<file path="src/ecv_pkg.sv">
// Shared types, constants and the sine table generator for the easing curve evaluator.
// Depends on nothing; used by ecv_divider and easing_curve_evaluator.
package ecv_pkg;

  // Default size of the sine table, log2 of its entry count (6 to 14)
  localparam int SINE_TABLE_BITS_DEF = 10;

  // Step counter width and quotient width of the step-mode divider
  localparam int STEP_W        = 12;
  localparam int QUO_W         = 32;
  localparam int DIV_STEP_BITS = 4;
  localparam int DIV_STAGES    = QUO_W / DIV_STEP_BITS;

  // Curve modes
  localparam logic [2:0] MODE_LINEAR = 3'd0;
  localparam logic [2:0] MODE_HOLD   = 3'd1;
  localparam logic [2:0] MODE_SINE   = 3'd2;
  localparam logic [2:0] MODE_BOUNCE = 3'd3;
  localparam logic [2:0] MODE_STEPS  = 3'd4;

  // Register indexes on the configuration port
  localparam logic [2:0] REG_CURVE_MODE     = 3'd0;
  localparam logic [2:0] REG_START_VALUE    = 3'd1;
  localparam logic [2:0] REG_END_VALUE      = 3'd2;
  localparam logic [2:0] REG_SINE_CYCLES    = 3'd3;
  localparam logic [2:0] REG_SINE_AMPLITUDE = 3'd4;
  localparam logic [2:0] REG_STEP_COUNT     = 3'd5;

  // Quarter-wave odd polynomial, Q30 coefficients
  localparam longint PA1 = 64'sd1686629713;
  localparam longint PA3 = -64'sd693598563;
  localparam longint PA5 = 64'sd85569278;
  localparam longint PA7 = -64'sd4858604;

  // Partial remainder and shifting dividend/quotient of the restoring divider
  typedef struct packed {
    logic [STEP_W-1:0] rem;
    logic [QUO_W-1:0]  nq;
  } div_word_t;

  // Sine table entry, Q16 in [-65536, 65536]; evaluated at elaboration only
  function automatic logic signed [17:0] sine_entry(input int idx, input int table_bits);
    int     qbits;
    int     quad;
    longint x;
    longint xx;
    longint x2;
    longint t;
    longint s;
    qbits = table_bits - 2;
    quad  = (idx >>> qbits) & 3;
    x     = longint'(idx & ((1 << qbits) - 1)) << (16 - qbits);
    if ((quad & 1) != 0) x = 64'sd65536 - x;
    xx = x << 14;
    x2 = (xx * xx) >>> 30;
    t  = PA7;
    t  = PA5 + ((t * x2) >>> 30);
    t  = PA3 + ((t * x2) >>> 30);
    t  = PA1 + ((t * x2) >>> 30);
    s  = (t * xx) >>> 30;
    s  = (s + 64'sd8192) >>> 14;
    if (s > 64'sd65536) s = 64'sd65536;
    if (s < 64'sd0) s = 64'sd0;
    if ((quad & 2) != 0) s = -s;
    return 18'(s);
  endfunction

endpackage

</file>
<file path="src/ecv_divider.sv">
// Pipelined restoring divider for steps mode: DIV_STAGES stages, DIV_STEP_BITS bits each.
// Depends on ecv_pkg (div_word_t, widths). Valid bits are kept by the caller.
module ecv_divider (
  input  logic                                clk,
  input  logic [ecv_pkg::DIV_STAGES-1:0]      en,
  input  logic [ecv_pkg::STEP_W-1:0]          divisor,
  input  ecv_pkg::div_word_t                  word_in,
  output ecv_pkg::div_word_t                  word_out
);

  // A few restoring steps: shift one dividend bit into the remainder, subtract if it fits
  function automatic ecv_pkg::div_word_t div_steps(input ecv_pkg::div_word_t w,
                                                   input logic [ecv_pkg::STEP_W-1:0] dvs);
    logic [ecv_pkg::STEP_W:0] t;
    ecv_pkg::div_word_t       r;
    r = w;
    for (int i = 0; i < ecv_pkg::DIV_STEP_BITS; i++) begin
      t    = {r.rem, r.nq[ecv_pkg::QUO_W-1]};
      r.nq = {r.nq[ecv_pkg::QUO_W-2:0], 1'b0};
      if (t >= {1'b0, dvs}) begin
        r.rem   = ecv_pkg::STEP_W'(t - {1'b0, dvs});
        r.nq[0] = 1'b1;
      end else begin
        r.rem = t[ecv_pkg::STEP_W-1:0];
      end
    end
    return r;
  endfunction

  ecv_pkg::div_word_t stage_q [ecv_pkg::DIV_STAGES];

  for (genvar g = 0; g < ecv_pkg::DIV_STAGES; g++) begin : g_stage
    if (g == 0) begin : g_first
      always_ff @(posedge clk) begin
        if (en[g]) stage_q[g] <= div_steps(word_in, divisor);
      end
    end else begin : g_next
      always_ff @(posedge clk) begin
        if (en[g]) stage_q[g] <= div_steps(stage_q[g-1], divisor);
      end
    end
  end

  assign word_out = stage_q[ecv_pkg::DIV_STAGES-1];

endmodule

</file>
<file path="config.mk">
export PLATFORM = sky130hd
export DESIGN_NAME = ecv_divider
export DESIGN_NICKNAME = d
export VERILOG_FILES = /design/src/ecv_pkg.sv /design/src/ecv_divider.sv
export SDC_FILE = /design/constraint.sdc
export NUM_CORES = 1
export LEC_CHECK = 0
export BUFFER_PORTS_ARGS = -buffer_cell sky130_fd_sc_hd__buf_2
export CORE_MARGIN = 5
export CORE_UTILIZATION = 50
export CTS_BUF_LIST = sky130_fd_sc_hd__clkbuf_8
export DETAILED_ROUTE_END_ITERATION = 12
export GPL_ROUTABILITY_DRIVEN = 0
export PLACE_DENSITY = 0.78
export SLEW_MARGIN = 10
export SYNTH_ARGS = -nofsm -noshare
export SYNTH_HDL_FRONTEND = slang
export SYNTH_SLANG_ARGS = --single-unit
</file>
<file path="constraint.sdc">
create_clock -name clk -period 12.7 [get_ports clk]
set_clock_uncertainty 0.1 [all_clocks]
set_input_delay 0.635 -clock clk [delete_from_list [all_inputs] [get_ports clk]]
set_output_delay 0.635 -clock clk [all_outputs]
set_load 0.01 [all_outputs]
</file>
==> results of run 1 <==
## cells in the mapped netlist (all sizes together) (6+ instances only)
cell	instances	area share
a211o	15	0.0042
and4	8	0.0022
mux2i	46	0.015
nand3b	7	0.0017
xor2	77	0.021
buf	70	0.015
o211ai	16	0.0043
a21o	84	0.020
nor3	78	0.013
o311ai	11	0.0030
o221ai	6	0.0017
a21boi	22	0.0052
mux2	181	0.066
a31oi	22	0.0044
nand2	199	0.024
and3	16	0.0032
a2111oi	8	0.0025
or3	21	0.0042
nand2b	42	0.0083
and2	8	0.0016
a22oi	15	0.0036
inv	216	0.026
xnor2	170	0.047
fa	32	0.020
clkbuf	24	0.0028
nand3	54	0.0085
o21bai	30	0.0071
a211oi	22	0.0058
a21oi	257	0.041
o2111ai	8	0.0022
o21a	48	0.011
o41ai	7	0.0025
ha	384	0.15
edfxtp	352	0.33
nor3b	6	0.0014
nor2b	59	0.012
nor2	241	0.029
nand4	63	0.012
o21ai	201	0.032
o31ai	23	0.0056
nor4	16	0.0032
o22ai	6	0.0012
or2	14	0.0028
## worst paths after layout
path / end / slack [ns] / cells after the start
worst max register to register: stage_q[1][121]$_DFFE_PP_ / 1.26 / 40
worst min register to register: stage_q[0][141]$_DFFE_PP_ / 0.30 / 0
worst max-delay path: stage_q[1][121]$_DFFE_PP_ / 1.26 / 40
worst min-delay path: stage_q[0][11]$_DFFE_PP_ / 0.04 / 1
## per-layer routing
metal,share of wire,vias to the layer above,track usage
li1,-,12396,-
met1,0.45,11822,0.2971
met2,0.46,750,0.3642
met3,0.061,157,0.03066
met4,0.032,0,0.07168
met5,0,-,0
## worst register-to-register path, delay by kind of cell (launching register included)
kind / cells / cell delay [ns]
AO/OA/AOI/OAI: 25 / 6.93
flip-flops: 1 / 0.42
adder cells (fa/ha/maj): 4 / 1.28
AND/OR/NAND/NOR: 6 / 1.54
multiplexers: 1 / 0.32
buffers and inverters: 4 / 0.59
## cells in the final DEF, fill, tap and decap left out, types with 13 or more instances in the layout
cell and n:
fa_1 32, nand2_1 199, nand4_1 63, mux2_2 168, a21oi_1 256, and3_1 16
nor3_1 77, inv_2 16, nor2_1 240, a21o_1 84, o31ai_1 22, a21boi_0 21
or3_1 21, nor4_1 16, clkinv_1 14, nand3_1 54, o211ai_1 13, mux2i_1 46
o21ai_0 197, o21bai_1 30, edfxtp_1 352, nor2b_1 59, xor2_1 77, ha_1 384
a211o_1 15, dlygate4sd3_1 21, o21a_1 48, a22oi_1 15, buf_2 108, nand2b_1 42
buf_4 44, xnor2_1 170, a31oi_1 22, a211oi_1 20, inv_1 219, clkbuf_8 61
## timing repair
item,4_1_cts,5_1_grt
hold buffers,21,0
buffers inserted,0,2
setup endpoints to repair,0,5
hold endpoints to repair,21,0
## cells by family (layout without fill, tap and decap cells)
logic type                 Yosys count  count (layout)  share of synthesized area
AOI/OAI and AO/OA                  850             850                     0.1720
xor gates and xnor gates           247             247                    0.06840
adders and majority gates          416             416                     0.1722
buffers and inverters              310             504                    0.04396
DFF                                352             352                     0.3342
muxes                              227             227                    0.08008
other                                0               3                          0
and+or+nand+nor                    843             843                     0.1292
## final cells by class
class                   count  area [µm²]  area share
multi-input cells        2583       19680      0.5716
flip-flops and latches    352       10570      0.3070
repair buffers            175        1121     0.03256
well taps                 846        1059     0.03075
clock buffers              61       839.6     0.02439
inverters                 216       810.8     0.02355
clock inverters            52       341.6    0.009922
diodes                      3       7.507   0.0002181
## stage by stage
| step | hold WS (ns) | instances |
|---|---|---|
| after floorplan | 0.3003 | 3245 |
| after global placement | 0.3010 | 4149 |
| after detailed placement | 0.3045 | 4149 |
| after CTS | 0.001005 | 4283 |
| after global routing | 0.01299 | 4288 |
| final | 0.04482 | 4288 |
==> key figures, run 1 <==
Status
  – Outcome: finished clean

Global routing
  – GRT overflow: 0
  – Gr usage total: 0.2191
  – Initial antenna violation count: 4
  – Global-route wire length before repair: 122600 µm
  – Vias in the first global route: 24209
  – Largest net degree at the start of global routing: 48

Worst setup path
  – Top delay family on crit path: compound AO/OA/AOI/OAI gates
  – CP max stage delay: 0.68 ns
  – Worst R2R Start: stage_q[1][83]$_DFFE_PP_
  – WP data required: 13.04 ns
  – Critical Path Sink Type: register
  – Setup CP Type: reg2reg
  – Crit path max-delay cell type: o211ai_2
  – Crit path from: stage_q[1][83]$_DFFE_PP_
  – Crit path arrival time: 11.78 ns
  – WP buf/inv: 4
  – Crit path top cell by count: o21ai_0
  – Worst-path maximum fanout: 19
  – Crit start category: register

Logic synthesis
  – Top FF cell, synth: edfxtp_1
  – Post-synth net total: 3726
  – Mapped Avg Cell Area: 9.746 µm²
  – Synth Warn #: 0
  – Count of state elements after synthesis: 352
  – Post-synthesis sequential area ratio: 0.3342
  – Post-synth ARST share: 0
  – Mapped cell area: 31630 µm²
  – Count of cell types in the netlist: 91
  – EDFF count, synth: 352
  – Post-Synthesis Cells: 3245

Timing
  – Max Transition Viols Final: 0
  – Tmin final: 11.44 ns
  – Final WS setup: 1.261 ns
  – Final setup violation count: 0
  – Setup TNS: 0 ns
  – Max Clock Freq: 87.42 MHz
  – Worst slew pin tran: 1.146 ns
  – Tcrit/Tclk final: 0.9007
  – Hold Violations, Final: 0
  – RSZ-0062 raised after global routing: false
  – Relative slew slack: 0.2351

Cells and area
  – Fin util: 0.5478
  – Post-route cell area: 34430 µm²
  – Fill count: 5536
  – Syn-to-layout area delta: 8.858%
  – Post-layout nets: 3870
  – Biggest register: stage_q
  – Top Registers: stage_q x352
  – Max reg flops: 352
  – Layout cells sized above 1: 0.1341

Clock tree
  – TritonCTS clock tree: yes
  – Clock Tree Buf Depth: 3
  – CTS buffer count: 61
  – # resized after CTS: 0
  – Root Buffer: clkbuf_8
  – Worst-Skew Late Latency: 0.69 ns
  – H-tree depth: 2
  – Clock net sink count: 352
  – CTS clk-pin slew, worst paths: 0.06 ns

Routing
  – Vias per cell: 5.859
  – DRC violation total after the first TritonRoute iteration: 1876
  – Pre-Repair DR Iteration Count: 5
  – Total detailed-routing wirelength: 76680 µm
  – Remaining DRCs: 0
  – Drt wl/cell: 17.88 µm
  – Vias: 25125
  – ANT nets after route: 0

Placed design
  – Input/output buffers: 108
  – Post-DP HPWL: 57870 µm
  – Place WS: 0.6638 ns
  – Placed cell area: 33010 µm²

Floorplan
  – Rows: 92
  – Die Area: 68380 µm²
  – Die W: 261.5 µm
  – Core ar.: 62850 µm²
  – Die H: 261.5 µm
  – Starting Density: 0.5032
  – IO Pins: 109

Worst hold path
  – Min-delay src: word_in[7]
  – Min-delay worst type: in2reg

Run
  – Max cap viols: 0
Power of run 1 is not shown: default switching activity piles up to over one toggle a cycle in this logic, so the estimate is an artifact.
==> run 2, diff against run 1 <==
Settings changed: RECOVER_POWER set to 50.
==> run 2 against run 1 <==
Against the previous run: the flow now finishes with violations (max-capacitance violations, max-slew violations); final area is essentially flat; die area is the same; sequential share of layout area about the same; highest routed layer unchanged; fmax about the same; non-clock buffer count stayed put; setup slack got worse by 0.0052 ns.
==> key figures, run 2 (synthesis gave the netlist of run 1 again) <==
Cells and area
  – Layout cells sized above 1: 0.1323 (was 0.1341)
  – Syn-to-layout area delta: 8.835% (was 8.858%)
  – Fin util: 0.5476 (was 0.5478)
  – Post-layout nets: 3870 (unchanged)
  – Commonest non-fill, non-tap cell in the layout: ha_1 (unchanged)
  – Top Registers: stage_q x352 (unchanged)
  – Fill count: 5540 (was 5536)
  – Max reg flops: 352 (unchanged)
  – Biggest register: stage_q (unchanged)
  – Commonest non-fill, non-tap cells in the layout: 384 x ha_1, 352 x edfxtp_1, 256 x a21oi_1, 240 x nor2_1, 219 x inv_1 (unchanged)

Clock tree
  – TritonCTS clock tree: yes (unchanged)
  – H-tree depth: 2 (unchanged)
  – Worst-Skew Late Latency: 0.68 ns (was 0.69 ns)
  – Root Buffer: clkbuf_8 (unchanged)
  – Clock Tree Buf Depth: 3 (unchanged)
  – CTS clk-pin slew, worst paths: 0.06 ns (about the same)
  – Clock net sink count: 352 (unchanged)
  – CTS buffer count: 61 (unchanged)

Timing
  – Final setup violation count: 0 (unchanged)
  – Max Clock Freq: 87.38 MHz (was 87.42 MHz)
  – Worst slew pin tran: 2.581 ns (was 1.146 ns)
  – Hold_ws: 0.04712 ns (was 0.04482 ns)
  – Setup TNS: 0 ns (unchanged)
  – Relative slew slack: -0.7205 (was 0.2351)
  – Final WS setup: 1.256 ns (was 1.261 ns)
  – Max Transition Viols Final: 225 (was 0)
  – Hold Violations, Final: 0 (unchanged)
  – Tmin final: 11.44 ns (about the same)
  – RSZ-0062 raised after global routing: false (unchanged)
  – Tcrit/Tclk final: 0.9011 (was 0.9007)

Routing
  – Drt wl/cell: 17.87 µm (was 17.88 µm)
  – Remaining DRCs: 0 (unchanged)
  – Vias: 25204 (was 25125)
  – Total detailed-routing wirelength: 76630 µm (was 76680 µm)
  – ANT nets after route: 0 (unchanged)
  – Vias per cell: 5.878 (was 5.859)
  – DRC violation total after the first TritonRoute iteration: 1922 (was 1876)
  – Pre-Repair DR Iteration Count: 5 (unchanged)

Status
  – Failing checks: max-capacitance violations, max-slew violations
  – Outcome: complete, but fails checks (was finished clean)

Global routing
  – Initial antenna violation count: 4 (unchanged)
  – Vias in the first global route: 24209 (unchanged)
  – Gr usage total: 0.2191 (unchanged)
  – Global-route wire length before repair: 122600 µm (unchanged)
  – GRT overflow: 0 (unchanged)
  – Largest net degree at the start of global routing: 48 (unchanged)

Floorplan
  – IO Pins: 109 (unchanged)
  – Rows: 92 (unchanged)
  – Core ar.: 62850 µm² (unchanged)
  – Die Area: 68380 µm² (unchanged)
  – Die H: 261.5 µm (unchanged)
  – Starting Density: 0.5032 (unchanged)
  – Die W: 261.5 µm (unchanged)

Worst setup path
  – Crit path max-delay cell type: a211o_1 (was o211ai_2)
  – WP data required: 13.04 ns (about the same)
  – Crit path top cell by count: o21ai_0 (unchanged)
  – Setup CP Type: in2reg (was reg2reg)
  – CP max stage delay: 0.58 ns (was 0.68 ns)
  – Worst-path maximum fanout: 19 (unchanged)
  – Crit path from: divisor[4] (was stage_q[1][83]$_DFFE_PP_)
  – Critical Path Sink Type: register (unchanged)
  – Worst R2R Start: stage_q[1][83]$_DFFE_PP_ (unchanged)
  – Crit start category: input pin (was register)
  – Crit path arrival time: 11.78 ns (about the same)

Placed design
  – Post-DP HPWL: 57870 µm (unchanged)
  – Input/output buffers: 108 (unchanged)
  – Place WS: 0.6638 ns (unchanged)

Worst hold path
  – Min-delay worst type: in2reg (unchanged)
  – Min-delay src: word_in[7] (unchanged)

Run
  – Max cap viols: 5 (was 0)
==> run 2: cell count changes in the layout (fill, tap and decap cells not counted) <==
cell	before	now
buf_2	108	102
clkbuf_1	0	6
==> run 2: worst paths after layout <==
path	cells past startpoint	slack, ns	to
setup / recovery	42	1.26	stage_q[1][121]$_DFFE_PP_
setup reg to reg	40	1.26	stage_q[1][121]$_DFFE_PP_
hold / removal	1	0.05	stage_q[0][11]$_DFFE_PP_
hold reg to reg	0	0.30	stage_q[0][141]$_DFFE_PP_
==> run 2: final cells by class <==
| type | count | area [µm²] | share of cell area |
|---|---|---|---|
| Antenna cell | 3 | 7.507 | 0.0002181 |
| Timing Repair Buffer | 175 | 1114 | 0.03235 |
| Inverter | 216 | 810.8 | 0.02356 |
| Clock inverter | 52 | 341.6 | 0.009924 |
| Clock buffer | 61 | 839.6 | 0.02439 |
| Multi-Input combinational cell | 2583 | 19680 | 0.5717 |
| Sequential cell | 352 | 10570 | 0.3071 |
| Tap cell | 846 | 1059 | 0.03075 |
==> run 2: worst max-delay path, delay by kind of cell <==
family	cells	cell delay, ns
compound gates	22	6.37
mux	1	0.31
fa+ha+maj	4	1.34
simple gates	9	1.90
buf+inv	6	1.17
==> run 2: per-stage QoR <==
stage                     area (µm²)  instances
after floorplan                31630       3245
final                          34420       4288
after global placement         33010       4149
after detailed placement       33010       4149
after global routing           34420       4288
after CTS                      34400       4283
==> run 2: routing by layer <==
layer | global-route usage | up-vias | part of all wire
met3 | 0.03066 | 156 | 0.061
met2 | 0.3642 | 756 | 0.46
met4 | 0.07168 | 0 | 0.031
met5 | 0 | - | 0
met1 | 0.2971 | 11881 | 0.44
li1 | - | 12411 | -
==> run 2: what timing repair did <==
action,4_1_cts,5_1_grt
buffers inserted,0,2
hold buffers,21,0
endpoints found under the setup margin,0,5
gates resized for setup,0,0
hold endpoints to repair,21,0
Power of run 2 is left out for the same reason.
==> run 3, diff against run 2 <==
Settings changed: ABC_AREA set to 1.
Clock period 12.7 ns to 11.7 ns, I/O delays scaled along.
==> run 3 against run 2 <==
Against the previous run: the flow still finishes with violations (max-capacitance violations, max-slew violations); final area grew 8.9%; routed wire length grew 19%; sequential share of layout area shrank 2.5 points; synthesized area grew 9.5%; critical path depth grew 4; highest routed layer is now met5.
==> key figures, run 3 <==
Worst hold path
  – Min-delay worst type: in2reg (unchanged)

Logic synthesis
  – Post-Synthesis Cells: 4614 (was 3245)
  – Synth top area cells: edfxtp_1 31%, nand2_1 15%, ha_1 14% (was edfxtp_1 33%, ha_1 15%, mux2_2 6.0%)
  – Post-synth ARST share: 0 (unchanged)
  – Cell taking the most area after synthesis: edfxtp_1 (unchanged)
  – Count of cell types in the netlist: 60 (was 91)
  – Post-synthesis sequential area ratio: 0.3052 (was 0.3342)
  – Count of state elements after synthesis: 352 (unchanged)
  – EDFF count, synth: 352 (unchanged)
  – Most instantiated library cell after synthesis: nand2_1 (was ha_1)
  – Post-synth net total: 5095 (was 3726)
  – Post-synth top area share: 0.3052 (was 0.3342)
  – Mapped Avg Cell Area: 7.506 µm² (was 9.746 µm²)
  – Synth Warn #: 0 (unchanged)
  – Commonest cells post-synth: 1402 x nand2_1, 643 x inv_1, 384 x ha_1, 352 x edfxtp_1, 272 x nand3_1 (was 384 x ha_1, 352 x edfxtp_1, 256 x a21oi_1, 240 x nor2_1, 211 x inv_1)
  – Mapped cell area: 34630 µm² (was 31630 µm²)
  – Top FF cell, synth: edfxtp_1 (unchanged)

Routing
  – Vias per cell: 5.431 (was 5.878)
  – Total detailed-routing wirelength: 91130 µm (was 76630 µm)
  – Vias: 31119 (was 25204)
  – DRC violation total after the first TritonRoute iteration: 2998 (was 1922)
  – Pre-Repair DR Iteration Count: 6 (was 5)
  – ANT nets after route: 0 (unchanged)
  – Drt wl/cell: 15.90 µm (was 17.87 µm)
  – Remaining DRCs: 0 (unchanged)

Clock tree
  – Root Buffer: clkbuf_8 (unchanged)
  – Post-CTS setup buffer count: 0 (unchanged)
  – Clock Tree Buf Depth: 3 (unchanged)
  – H-tree depth: 2 (unchanged)
  – CTS clk-pin slew, worst paths: 0.05 ns (was 0.06 ns)
  – CTS Hold Bufs: 28 (was 21)
  – CTS buffer count: 61 (unchanged)
  – TritonCTS clock tree: yes (unchanged)
  – Worst-Skew Late Latency: 0.71 ns (was 0.68 ns)
  – # resized after CTS: 0 (unchanged)
  – Clock net sink count: 352 (unchanged)

Timing
  – Relative slew slack: -1.308 (was -0.7205)
  – Final setup violation count: 0 (unchanged)
  – Max Clock Freq: 106.4 MHz
  – Tmin final: 9.399 ns
  – Hold Violations, Final: 0 (unchanged)
  – Worst slew pin tran: 3.462 ns (was 2.581 ns)
  – Tcrit/Tclk final: 0.8033
  – Max Transition Viols Final: 270 (was 225)
  – RSZ-0062 raised after global routing: false (unchanged)
  – Setup TNS: 0 ns (unchanged)
  – Final WS setup: 2.301 ns (was 1.256 ns)

Global routing
  – Global-route wire length before repair: 145300 µm (was 122600 µm)
  – Largest net degree at the start of global routing: 45 (was 48)
  – Initial antenna violation count: 2 (was 4)
  – Gr usage total: 0.2366 (was 0.2191)
  – GRT overflow: 0 (unchanged)
  – Vias in the first global route: 28805 (was 24209)

Cells and area
  – Syn-to-layout area delta: 8.266% (was 8.835%)
  – Fill count: 6368 (was 5540)
  – Top Registers: stage_q x352 (unchanged)
  – Post-layout nets: 5228 (was 3870)
  – Antenna Cells: 0 (was 3)
  – Non-filler cells, final: 5730 (was 4288)
  – Max reg flops: 352 (unchanged)
  – Fin util: 0.5457 (was 0.5476)
  – Commonest non-fill, non-tap cell in the layout: nand2_1 (was ha_1)
  – Layout cells sized above 1: 0.08085 (was 0.1323)
  – Biggest register: stage_q (unchanged)
  – Commonest non-fill, non-tap cells in the layout: 1402 x nand2_1, 638 x inv_1, 384 x ha_1, 352 x edfxtp_1, 272 x nand3_1 (was 384 x ha_1, 352 x edfxtp_1, 256 x a21oi_1, 240 x nor2_1, 219 x inv_1)

Placed design
  – Place WS: 1.712 ns (was 0.6638 ns)
  – Placed cell count: 5587 (was 4149)
  – Post-DP HPWL: 68820 µm (was 57870 µm)
  – Input/output buffers: 108 (unchanged)

Floorplan
  – Die W: 273.2 µm (was 261.5 µm)
  – Starting Density: 0.5041 (was 0.5032)
  – Core ar.: 68710 µm² (was 62850 µm²)
  – Die Area: 74630 µm² (was 68380 µm²)
  – Rows: 96 (was 92)
  – Die H: 273.2 µm (was 261.5 µm)
  – IO Pins: 109 (unchanged)

Run
  – Max cap viols: 6 (was 5)

Status
  – Outcome: complete, but fails checks (unchanged)
  – Failing checks: max-capacitance violations, max-slew violations (unchanged)

Worst setup path
  – Crit start category: input pin (unchanged)
  – Crit path max-delay cell type: clkinv_2 (was a211o_1)
  – Worst-path maximum fanout: 23 (was 19)
  – WP data required: 12.00 ns (was 13.04 ns)
  – WP buf/inv: 8 (was 6)
  – Crit path arrival time: 9.70 ns (was 11.78 ns)
  – Critical Path Sink Type: register (unchanged)
  – Crit path top cell by count: nand2_1 (was o21ai_0)
  – CP max stage delay: 0.52 ns (was 0.58 ns)
  – Setup CP Type: in2reg (unchanged)
  – Top delay family on crit path: simple AND/OR/NAND/NOR gates (was compound AO/OA/AOI/OAI gates)
==> run 3: changes by cell type in the layout (fill, tap and decap cells not counted), sizes merged, moves of 79 or more <==
cell,previous run,this run
nand2,199,1429
mux2,181,0
inv,236,665
xnor2,170,91
nand3,54,302
xor2,77,182
==> run 3: final cells by class <==
class	count	area, µm²	area share
multi-input cells	3503	20870	0.5566
clock inverters	53	474.2	0.01265
well taps	931	1165	0.03107
inverters	660	2481	0.06617
repair buffers	169	1081	0.02883
clock buffers	62	853.3	0.02276
flip-flops and latches	352	10570	0.2819
==> run 3: logic make-up (layout without fill, tap and decap cells) <==
kind of cell               count (synthesis)  in the layout  synth area share
xor gates and xnor gates                 273            273           0.06904
and+or+nand+nor                         2175           2175            0.2704
DFF                                      352            352            0.3052
buffers and inverters                    759            944           0.09216
adders and majority gates                416            416            0.1572
AOI/OAI and AO/OA                        639            639            0.1059
==> run 3: routing by layer <==
layer | wire length [µm] | share of wire | GRT usage | vias to the layer above
li1 | - | - | - | 15559
met3 | 7247 | 0.080 | 0.03094 | 195
met1 | 39780 | 0.44 | 0.3252 | 14178
met4 | 2802 | 0.031 | 0.06930 | 2
met5 | 11 | 0.00012 | 0 | -
met2 | 41290 | 0.45 | 0.3926 | 1185
==> run 3: per-stage QoR <==
step | hold slack, ns | instance area [µm²]
after floorplan | 0.3003 | 34630
after global placement | 0.3008 | 35910
after detailed placement | 0.3045 | 35910
after CTS | 0.1365 | 37520
after global routing | 0.1775 | 37500
final | 0.1925 | 37500
==> run 3: final timing paths <==
path              slack (ns)                        end  cells after the start                      start
setup / recovery        2.30   stage_q[0][34]$_DFFE_PP_                     46                 divisor[1]
setup reg to reg        2.73  stage_q[1][170]$_DFFE_PP_                     45  stage_q[1][122]$_DFFE_PP_
hold / removal          0.19   stage_q[0][32]$_DFFE_PP_                      3                word_in[28]
hold reg to reg         0.27   stage_q[1][65]$_DFFE_PP_                      0   stage_q[1][17]$_DFFE_PP_
==> run 3: tightest hold or removal path, cell delays in order <==
cell and delay, ns:
buf_2 0.11, nand3_1 0.08, nand2_1 0.06
Power of run 3 is left out for the same reason.
